### config.mk
export PLATFORM = sky130hd
export DESIGN_NAME = plc_cell
export DESIGN_NICKNAME = d
export VERILOG_FILES = /design/src/sv/plc_pkg.sv /design/src/sv/plc_cell.sv
export SDC_FILE = /design/constraint.sdc
export NUM_CORES = 1
export LEC_CHECK = 0
export BUFFER_PORTS_ARGS = -buffer_cell sky130_fd_sc_hd__clkbuf_2
export CORE_MARGIN = 1
export CORE_UTILIZATION = 38
export CTS_BUF_LIST = sky130_fd_sc_hd__clkbuf_2 sky130_fd_sc_hd__clkbuf_4 sky130_fd_sc_hd__clkbuf_8
export CTS_CLUSTER_SIZE = 30
export DETAILED_ROUTE_END_ITERATION = 7
export PLACE_DENSITY = 0.82
export SLEW_MARGIN = 20
export SYNTH_ARGS = -nofsm -noshare
export SYNTH_HDL_FRONTEND = slang
export SYNTH_SLANG_ARGS = --single-unit
### constraint.sdc
create_clock -name clock -period 2.2 [get_ports clock]
set_clock_uncertainty 0.1 [all_clocks]
set_input_delay 0.22 -clock clock [delete_from_list [all_inputs] [get_ports clock]]
set_output_delay 0.22 -clock clock [all_outputs]
set_load 0.01 [all_outputs]
### src/sv/plc_pkg.sv
`default_nettype none
package plc_pkg;

   // fixed field widths of the request and response beats
   localparam int KIND_WIDTH   = 2;
   localparam int POS_WIDTH    = 7;
   localparam int FIELD_WIDTH  = 32;
   localparam int STATUS_WIDTH = 2;
   localparam int COUNT_WIDTH  = 7;

   // request kinds
   localparam logic [KIND_WIDTH-1:0] KIND_INSERT = 2'd0;
   localparam logic [KIND_WIDTH-1:0] KIND_REMOVE = 2'd1;
   localparam logic [KIND_WIDTH-1:0] KIND_GET    = 2'd2;

   // response status codes
   localparam logic [STATUS_WIDTH-1:0] ST_DONE  = 2'd0;
   localparam logic [STATUS_WIDTH-1:0] ST_RANGE = 2'd1;
   localparam logic [STATUS_WIDTH-1:0] ST_FULL  = 2'd2;

   // shift command broadcast to every cell
   typedef struct packed {
      logic                 ins;
      logic                 rem;
      logic [POS_WIDTH-1:0] position;
   } cell_ctrl_type;

endpackage
`default_nettype wire

### src/sv/plc_cell.sv
`default_nettype none
module plc_cell
   import plc_pkg::*;
#(
   parameter int INDEX      = 0,
   parameter int DATA_WIDTH = 32,
   parameter int CMP_WIDTH  = 7
) (
   input  wire logic                  clock,
   input  wire cell_ctrl_type         ctrl,
   input  wire logic [DATA_WIDTH-1:0] ins_data,
   input  wire logic [DATA_WIDTH-1:0] left_data,
   input  wire logic [DATA_WIDTH-1:0] right_data,
   output      logic [DATA_WIDTH-1:0] data
);

   localparam logic [CMP_WIDTH-1:0] MY_INDEX = CMP_WIDTH'(INDEX);

   logic [DATA_WIDTH-1:0] data_ff;
   logic [DATA_WIDTH-1:0] data_in;
   logic [CMP_WIDTH-1:0]  pos_ext;

   assign pos_ext = CMP_WIDTH'(ctrl.position);

   // pick own word, neighbor's word or the new word
   always_comb begin
      data_in = data_ff;
      if (ctrl.ins && pos_ext == MY_INDEX) begin
         data_in = ins_data;
      end else if (ctrl.ins && pos_ext < MY_INDEX) begin
         data_in = left_data;
      end else if (ctrl.rem && pos_ext <= MY_INDEX) begin
         data_in = right_data;
      end
   end

   always_ff @(posedge clock) begin
      data_ff <= data_in;
   end

   assign data = data_ff;

endmodule
`default_nettype wire

# Word-level counts from Yosys, hierarchy flattened
# Index checks and enable logic that the tools add are counted.
totals:
  register_bits: 32
  output_inout_bits: 32
classes:
  n_lt_le_gt_ge: 2
  n_mux: 3
  reduce_logical: 5
ops:
  columns: ["cell", "count"]
  rows:
  - ["32-bit 2-to-1 mux", 3]
  - ["7-bit by 1-bit <= comparator with 1-bit output, second input constant", 1]
  - ["7-bit logical NOT", 1]
  - ["7-bit by 1-bit less-than comparator with 1-bit output, second input constant", 1]
  - ["1-bit logical AND", 3]
  - ["3-bit nonzero test", 1]

# Logic depth before layout (Yosys ltp)
# Gate-level depths: netlist of run 1.
logic_depth:
  depth_word: 5
  ltp_mapped: 4

# Worst setup path before layout of run 1
# Ideal clock, no wire load.
synth_timing:
  path_type: "input-to-reg"
  startpoint: "input port ctrl[1] (netlist name)"
  endpoint: "register data_ff[0], in the netlist data[0], enable pin"
  setup_ns: 0.387
  arrival_time_ns: 1.285
  setup_slack_ns: 0.428
  path_stages: 2
  path_buffers: 0
  path_cell_list: "nor4_4 -> o211a_1"
synth_between:
  elab_chain_cells: 3
  elab_cells_between_ends: 7
  classes_between: "order compare (2); reduce/logical (5)"
synth_rtl:
  columns: ["item", "line_no", "source"]
  rows:
  - ["start: declaration", "plc_cell.sv:10", "input wire cell_ctrl_type ctrl,"]
  - ["7-bit by 1-bit less-than comparator with 1-bit output, or another cell as far along", "plc_cell.sv:30", "end else if (ctrl.ins && pos_ext < MY_INDEX) begin"]
  - ["1-bit logical AND (on tied branches)", "plc_cell.sv:30, plc_cell.sv:28, plc_cell.sv:32", null]
  - ["3-bit nonzero test (no source line) *", null, null]
  - ["end signal: assignment", "plc_cell.sv:38", "data_ff <= data_in;"]
  - ["end: declaration", "plc_cell.sv:19", "logic [DATA_WIDTH-1:0] data_ff;"]
# Every way passes the cells marked *; elsewhere a longest branch is shown, timed or not.
# A chain may end at the register's enable or synchronous reset.

# Worst setup path in the final report of run 1
layout_timing:
  startpoint: "input port ctrl[1] (netlist name)"
  endpoint: "register data_ff[6], in the netlist data[6] (data pin)"
layout_between:
  elab_chain_cells: 4
  elab_cells_between_ends: 6
  classes_between: "order compare (1); mux (2); reduce/logical (3)"
layout_rtl:
  columns: ["item", "line_no", "source"]
  rows:
  - ["7-bit by 1-bit less-than comparator with 1-bit output", "plc_cell.sv:30", null]
  - ["1-bit logical AND", "plc_cell.sv:30", null]
  - ["32-bit 2-to-1 mux", "plc_cell.sv:30", null]
  - ["32-bit 2-to-1 mux *", "plc_cell.sv:28", "if (ctrl.ins && pos_ext == MY_INDEX) begin"]
  - ["net data_in[6]", "plc_cell.sv:20", "logic [DATA_WIDTH-1:0] data_in;"]
# Mark *: on every way through the listed nets, which the timed path passes. The rest lies on a longest branch.

==> run metrics, run 1 <==
outcome=finished, final reports clean; Final Cycle Share=0.6252; first-pass GRT wire length=4202 µm; routed len/inst=approximately 12 µm; Post-DRT Antenna Nets=0; Total GRT Usage=0.1429; core region area=between 0.003 and 0.004 mm²; Nets=roughly 290; Max IR drop VDD=0.3296 mV; most frequent cells in the layout=clkbuf_2, edfxtp_1, mux2_4, clkbuf_8, buf_4; commonest non-fill, non-tap cell in the layout=clkbuf_2; ANT cells=0; clk sinks=32; detailed placement HPWL=2243 µm; Synth Register Bits=32; max_slew headroom=0.7351; worst-path maximum fanout=17; number of library cell types mapped by synthesis=8; antenna violations before repair=0; required time of the critical path=approximately 2.1 ns; final wirelength=2832 µm; DR pass1 iterations=4; port bufs=105; critical path class=input port to flip-flop; H-tree Lvls=2; DR DRC count=0; Clock Tree Root=clkbuf_8; Worst Setup End Kind=flip-flop; die area=0.004241 mm²; CP Launch Type=input port; fin util=0.5795; Worst Hold Class=input port to flip-flop; Hold Vio Cnt, Final=0; sequential cell area fraction in the yosys report=0.6347; TNS Setup=0 ns; Worst-path clk slew=0.06 ns; setup violators final=0; PwrDens=560.7 mW/mm²; syn_nets=about 180; largest net degree at the start of global routing=33; fmax=0.7270 GHz; max-cap violation count=0; CP cell instances=clkbuf_2 > nor4_4 > nand3_2 > buf_4 > mux2_4; cell count after synthesis=71; Avg Cell Area, Syn=approximately 21 µm²; Final Max Slew Viols=0; Slowest cell on crit path=mux2_4; critical path arrival=roughly 1.3 ns; die height=65.12 µm; placed inst area=between 0.002 and 0.0025 mm²; CTS buffer count=5; TritonCTS clock tree=built; clk buf depth=2; Area Growth Syn to Fin=43.31%; Final Instance Area=0.002170 mm²; First DRT Iteration DRCs=87; Synthesis Warnings=0; Chip Width=between 60 and 70 µm; IO Count=138; total grt overflow=0; initial core utilization=0.4044; vias in the first global route=949; Syn Std Cell Area=~0.0015 mm²; share of cells above drive strength 1=0.8142; Final Wtd Congestion=between 0.6 and 0.7; setup repair bufs after CTS=0; Leakage=1.097 nW; CTS Hold Bufs=0; Worst-Margin Slew=between 0.3 and 0.4 ns; via count=~1.0k; PostCTS Resize Cnt=0; RSZ-0062 raised after global routing=no; slowest stage delay, CP=about 0.32 ns; vias per std cell=between 4 and 5; Core Rows=22; Final min period=1.375 ns; Largest register FFs=32
-- cells in the mapped netlist (all sizes together) --
master,instances,area share
o211a,1,0.0066
nand3,1,0.0066
mux2,32,0.31
edfxtp,32,0.63
nor3,1,0.0033
nor4,1,0.014
buf,3,0.022
-- metal layers --
metal  share of wire  global-route usage
met5               0                   0
met2            0.50              0.2409
met4           0.027              0.1114
met1            0.36              0.1338
met3            0.10             0.06424
-- worst paths after layout --
check,startpoint,end,slack [ns],cells past startpoint
worst max-delay path,ctrl[1],data[6],0.82,5
worst min-delay path,ins_data[16],data[16],0.14,2
-- critical path: cells and delay by family --
kind,cells,cell delay (ns)
buf+inv,2,0.34
mux,1,0.32
simple gates,2,0.41
-- power by group --
part / leakage (nW) / switching [mW] / internal [mW]
logic: 0.764 / 0.0330 / 0.0879
registers: 0.288 / 0.000784 / 0.674
clock network: 0.0445 / 0.194 / 0.227
total: 1.10 / 0.227 / 0.989
-- final cells by class --
cell class	instances	area, µm²
Multi-Input combinational cell	36	519.2
Clock inverter	1	5.005
Clock buffer	6	76.32
Sequential cell	32	960.9
Fill cell	308	1574
Timing Repair Buffer	108	548.0
Tap cell	48	60.06
-- per-stage QoR --
stage	setup WS [ns]	hold slack (ns)	cells	power, mW
after global routing	0.7447	0.1288	231	1.268
after CTS	0.8270	0.1304	231	1.233
after global placement	0.5350	0.4210	224	0.8060
final	0.8246	0.1393	231	1.216
after floorplan	0.4281	0.3375	71	0.7379
after detailed placement	0.5244	0.4239	224	0.8105
-- kinds of logic (layout without fill, tap and decap cells) --
logic type             count (synthesis)  count (layout)  share of synthesized area
buffers and inverters                  3             115                    0.02231
and+or+nand+nor                        3               3                    0.02396
DFF                                   32              32                     0.6347
AOI/OAI and AO/OA                      1               1                   0.006612
muxes                                 32              32                     0.3124
Note: power is estimated with default switching activity, not from simulation.
==> run 2, diff against run 1 <==
- ABC_AREA: default -> 1
- CORE_UTILIZATION: 38 -> 35
- PLACE_DENSITY: 0.82 -> 0.79
- clock period: 2.2 -> 1.1 ns (I/O delays scaled with it)
==> run 2 against run 1 <==
  * Synthesized cell count rose by 120%
  * Worst setup slack lost 0.76 ns
  * Critical path depth grew 3
  * Total power increased by 110%
  * Core utilization up 1.4 points
  * Sequential cell count is the same
==> run metrics, run 2 <==
Worst-Margin Slew=0.3469 ns (-0.05045 ns); Critical path buffers and inverters=3 (+1); Worst-path clk slew=0.06 ns (about the same); share of cells above drive strength 1=0.4429 (-0.3713); Synthesis Warnings=0 (unchanged); core region area=0.004144 mm² (+11%); critical path class=input port to flip-flop; DR WL met2=2178 µm (+53%); syn_nets=263 (+49%); Final Max Slew Viols=0 (unchanged); max_slew headroom=0.7688 (+0.03364); CP Launch Type=input port; placed cell count=307 (+37%); commonest non-fill, non-tap cell in the layout=clkbuf_2; setup ws final=0.06759 ns (-0.7570 ns); Nets=394 (+36%); initial core utilization=0.3750 (-0.02941); most frequently used flop master after synthesis=edfxtp_1; fmax=around 0.97 GHz; Power Total=2.553 mW (+110%); number of library cell types mapped by synthesis=10 (+2); post-synth top area share=0.6184 (-0.01635); antenna violations before repair=0 (unchanged); Core Rows=23 (+4.5%); die height=68.64 µm (+5.4%); Post-synth EDFFs=32 (unchanged); Final Instance Area=0.002459 mm² (+13%); Slowest cell on crit path=buf_4; Final Cycle Share=0.9386; Area Growth Syn to Fin=58.21%; clk buf depth=2 (unchanged); Top Metal Used=met4; First DRT Iteration DRCs=67 (-23%); Synth area leader=edfxtp_1; most frequent cells in the layout=clkbuf_2, nand2_1, nand3_1, edfxtp_1, dlygate4sd3_1; total grt overflow=0 (unchanged); Chip Width=68.64 µm (+5.4%); Syn Std Cell Area=0.001554 mm² (+2.6%); IO Count=138 (unchanged); async set-reset flop share out of synthesis=0 (unchanged); routed len/inst=12.19 µm (-0.53%); crit-path most repeated cell=nand2_1; Hold Vio Cnt, Final=0 (unchanged); H-tree Lvls=2 (unchanged); Largest register FFs=32 (unchanged); max-cap violation count=0 (unchanged); Final Wtd Congestion=0.7498 (+13%); RSZ-0062 raised after global routing=yes; Clock Tree Root=clkbuf_8; critical path arrival=0.96 ns (-0.34 ns); final wirelength=4134 µm (+46%); Post-DRT Antenna Nets=0 (unchanged); Synth Register Bits=32 (unchanged); PwrDens=1038 mW/mm² (+85%); outcome=finished, final reports clean; die area=0.004711 mm² (+11%); cell count after synthesis=157 (+120%); placed inst area=0.002127 mm² (+1.9%); Total GRT Usage=0.1886 (+0.04564); met3 WL=316 µm (+6.4%); required time of the critical path=1.02 ns (-1.10 ns); CP delay by family, top=simple AND/OR/NAND/NOR gates; count leader, synth=nand2_1; setup violators final=0 (unchanged); met1 WL=1595 µm (+55%); slowest stage delay, CP=0.23 ns (-0.09 ns); Max IR drop VDD=0.4617 mV (+40%); CTS buffer count=5 (unchanged); Synth area leaders=edfxtp_1, nand2_1, nand3_1; vias per std cell=4.581 (+1.9%); DR pass1 iterations=4 (unchanged); Final min period=just over 1 ns; worst-path maximum fanout=11 (-6); ANT cells=0 (unchanged); clk sinks=32 (unchanged); Worst Setup End Kind=flip-flop; vias in the first global route=1,474 (+55%); largest net degree at the start of global routing=33 (unchanged); Fin Hold WS=0.01220 ns (-0.1271 ns); sequential cell area fraction in the yosys report=0.6184 (-0.01635); Worst Hold Class=input port to flip-flop; TritonCTS clock tree=built; post-route insts no fill=339 (+47%); via count=1,553 (+50%); Avg Cell Area, Syn=9.898 µm² (-54%); detailed placement HPWL=2812 µm (+25%); port bufs=105 (unchanged); DP Worst Slack=-0.2456 ns (-0.7700 ns); CP cell instances=clkbuf_2 > inv_1 > nand2_1 > nor2_1 > nand3_2 > buf_4 > nand2_1 > nand2_1; first-pass GRT wire length=6230 µm (+48%); Commonest cells post-synth=nand2_1, nand3_1, edfxtp_1; Leakage=1.230 nW (+12%); DR DRC count=0 (unchanged)
==> run 2: cell type report <==
class | count | area (µm²)
Clock inverter | 1 | 3.754
Timing Repair Buffer | 134 | 807.0
Fill cell | 375 | 1685
Tap cell | 50 | 62.56
Clock buffer | 7 | 83.83
Sequential cell | 32 | 960.9
Multi-Input combinational cell | 109 | 510.5
Inverter | 6 | 30.03
==> run 2: report_power, final <==
group	total [mW]	switching [mW]	leakage, nW	internal, mW
combinational	0.323	0.134	0.896	0.189
sequential	1.35	0.00225	0.288	1.35
clock	0.876	0.387	0.0467	0.489
total	2.55	0.524	1.23	2.03
==> run 2: worst paths after layout <==
kind | from | endpoint | slack, ns | cells past startpoint
min | right_data[15] | data[15] | 0.01 | 3
max | ctrl[4] | data[25] | 0.07 | 8
==> run 2: metal layers <==
metal | vias up | GRT usage
li1 | 788 | -
met5 | - | 0
met3 | 4 | 0.05592
met1 | 692 | 0.2063
met2 | 69 | 0.3297
met4 | 0 | 0.09375
==> run 2: kinds of logic after synthesis <==
logic type	Yosys count	share of synthesized area
simple gates	109	0.2987
flops	32	0.6184
buf+inv	16	0.08293
==> run 2: per-stage QoR <==
| step | utilization | setup TNS, ns |
|---|---|---|
| floorplan | - | -3.571 |
| global placement | 0.5133 | -11.33 |
| detailed placement | 0.5133 | -12.73 |
| CTS | 0.5900 | 0 |
| global route | 0.5933 | -0.005541 |
| finish | 0.5933 | 0 |
==> run 2: timing repair <==
item	4_1_cts	5_1_grt
hold buffers	23	1
endpoints found under the hold margin	23	1
buffers inserted	0	0
endpoints found under the setup margin	0	21
resized for setup	0	1
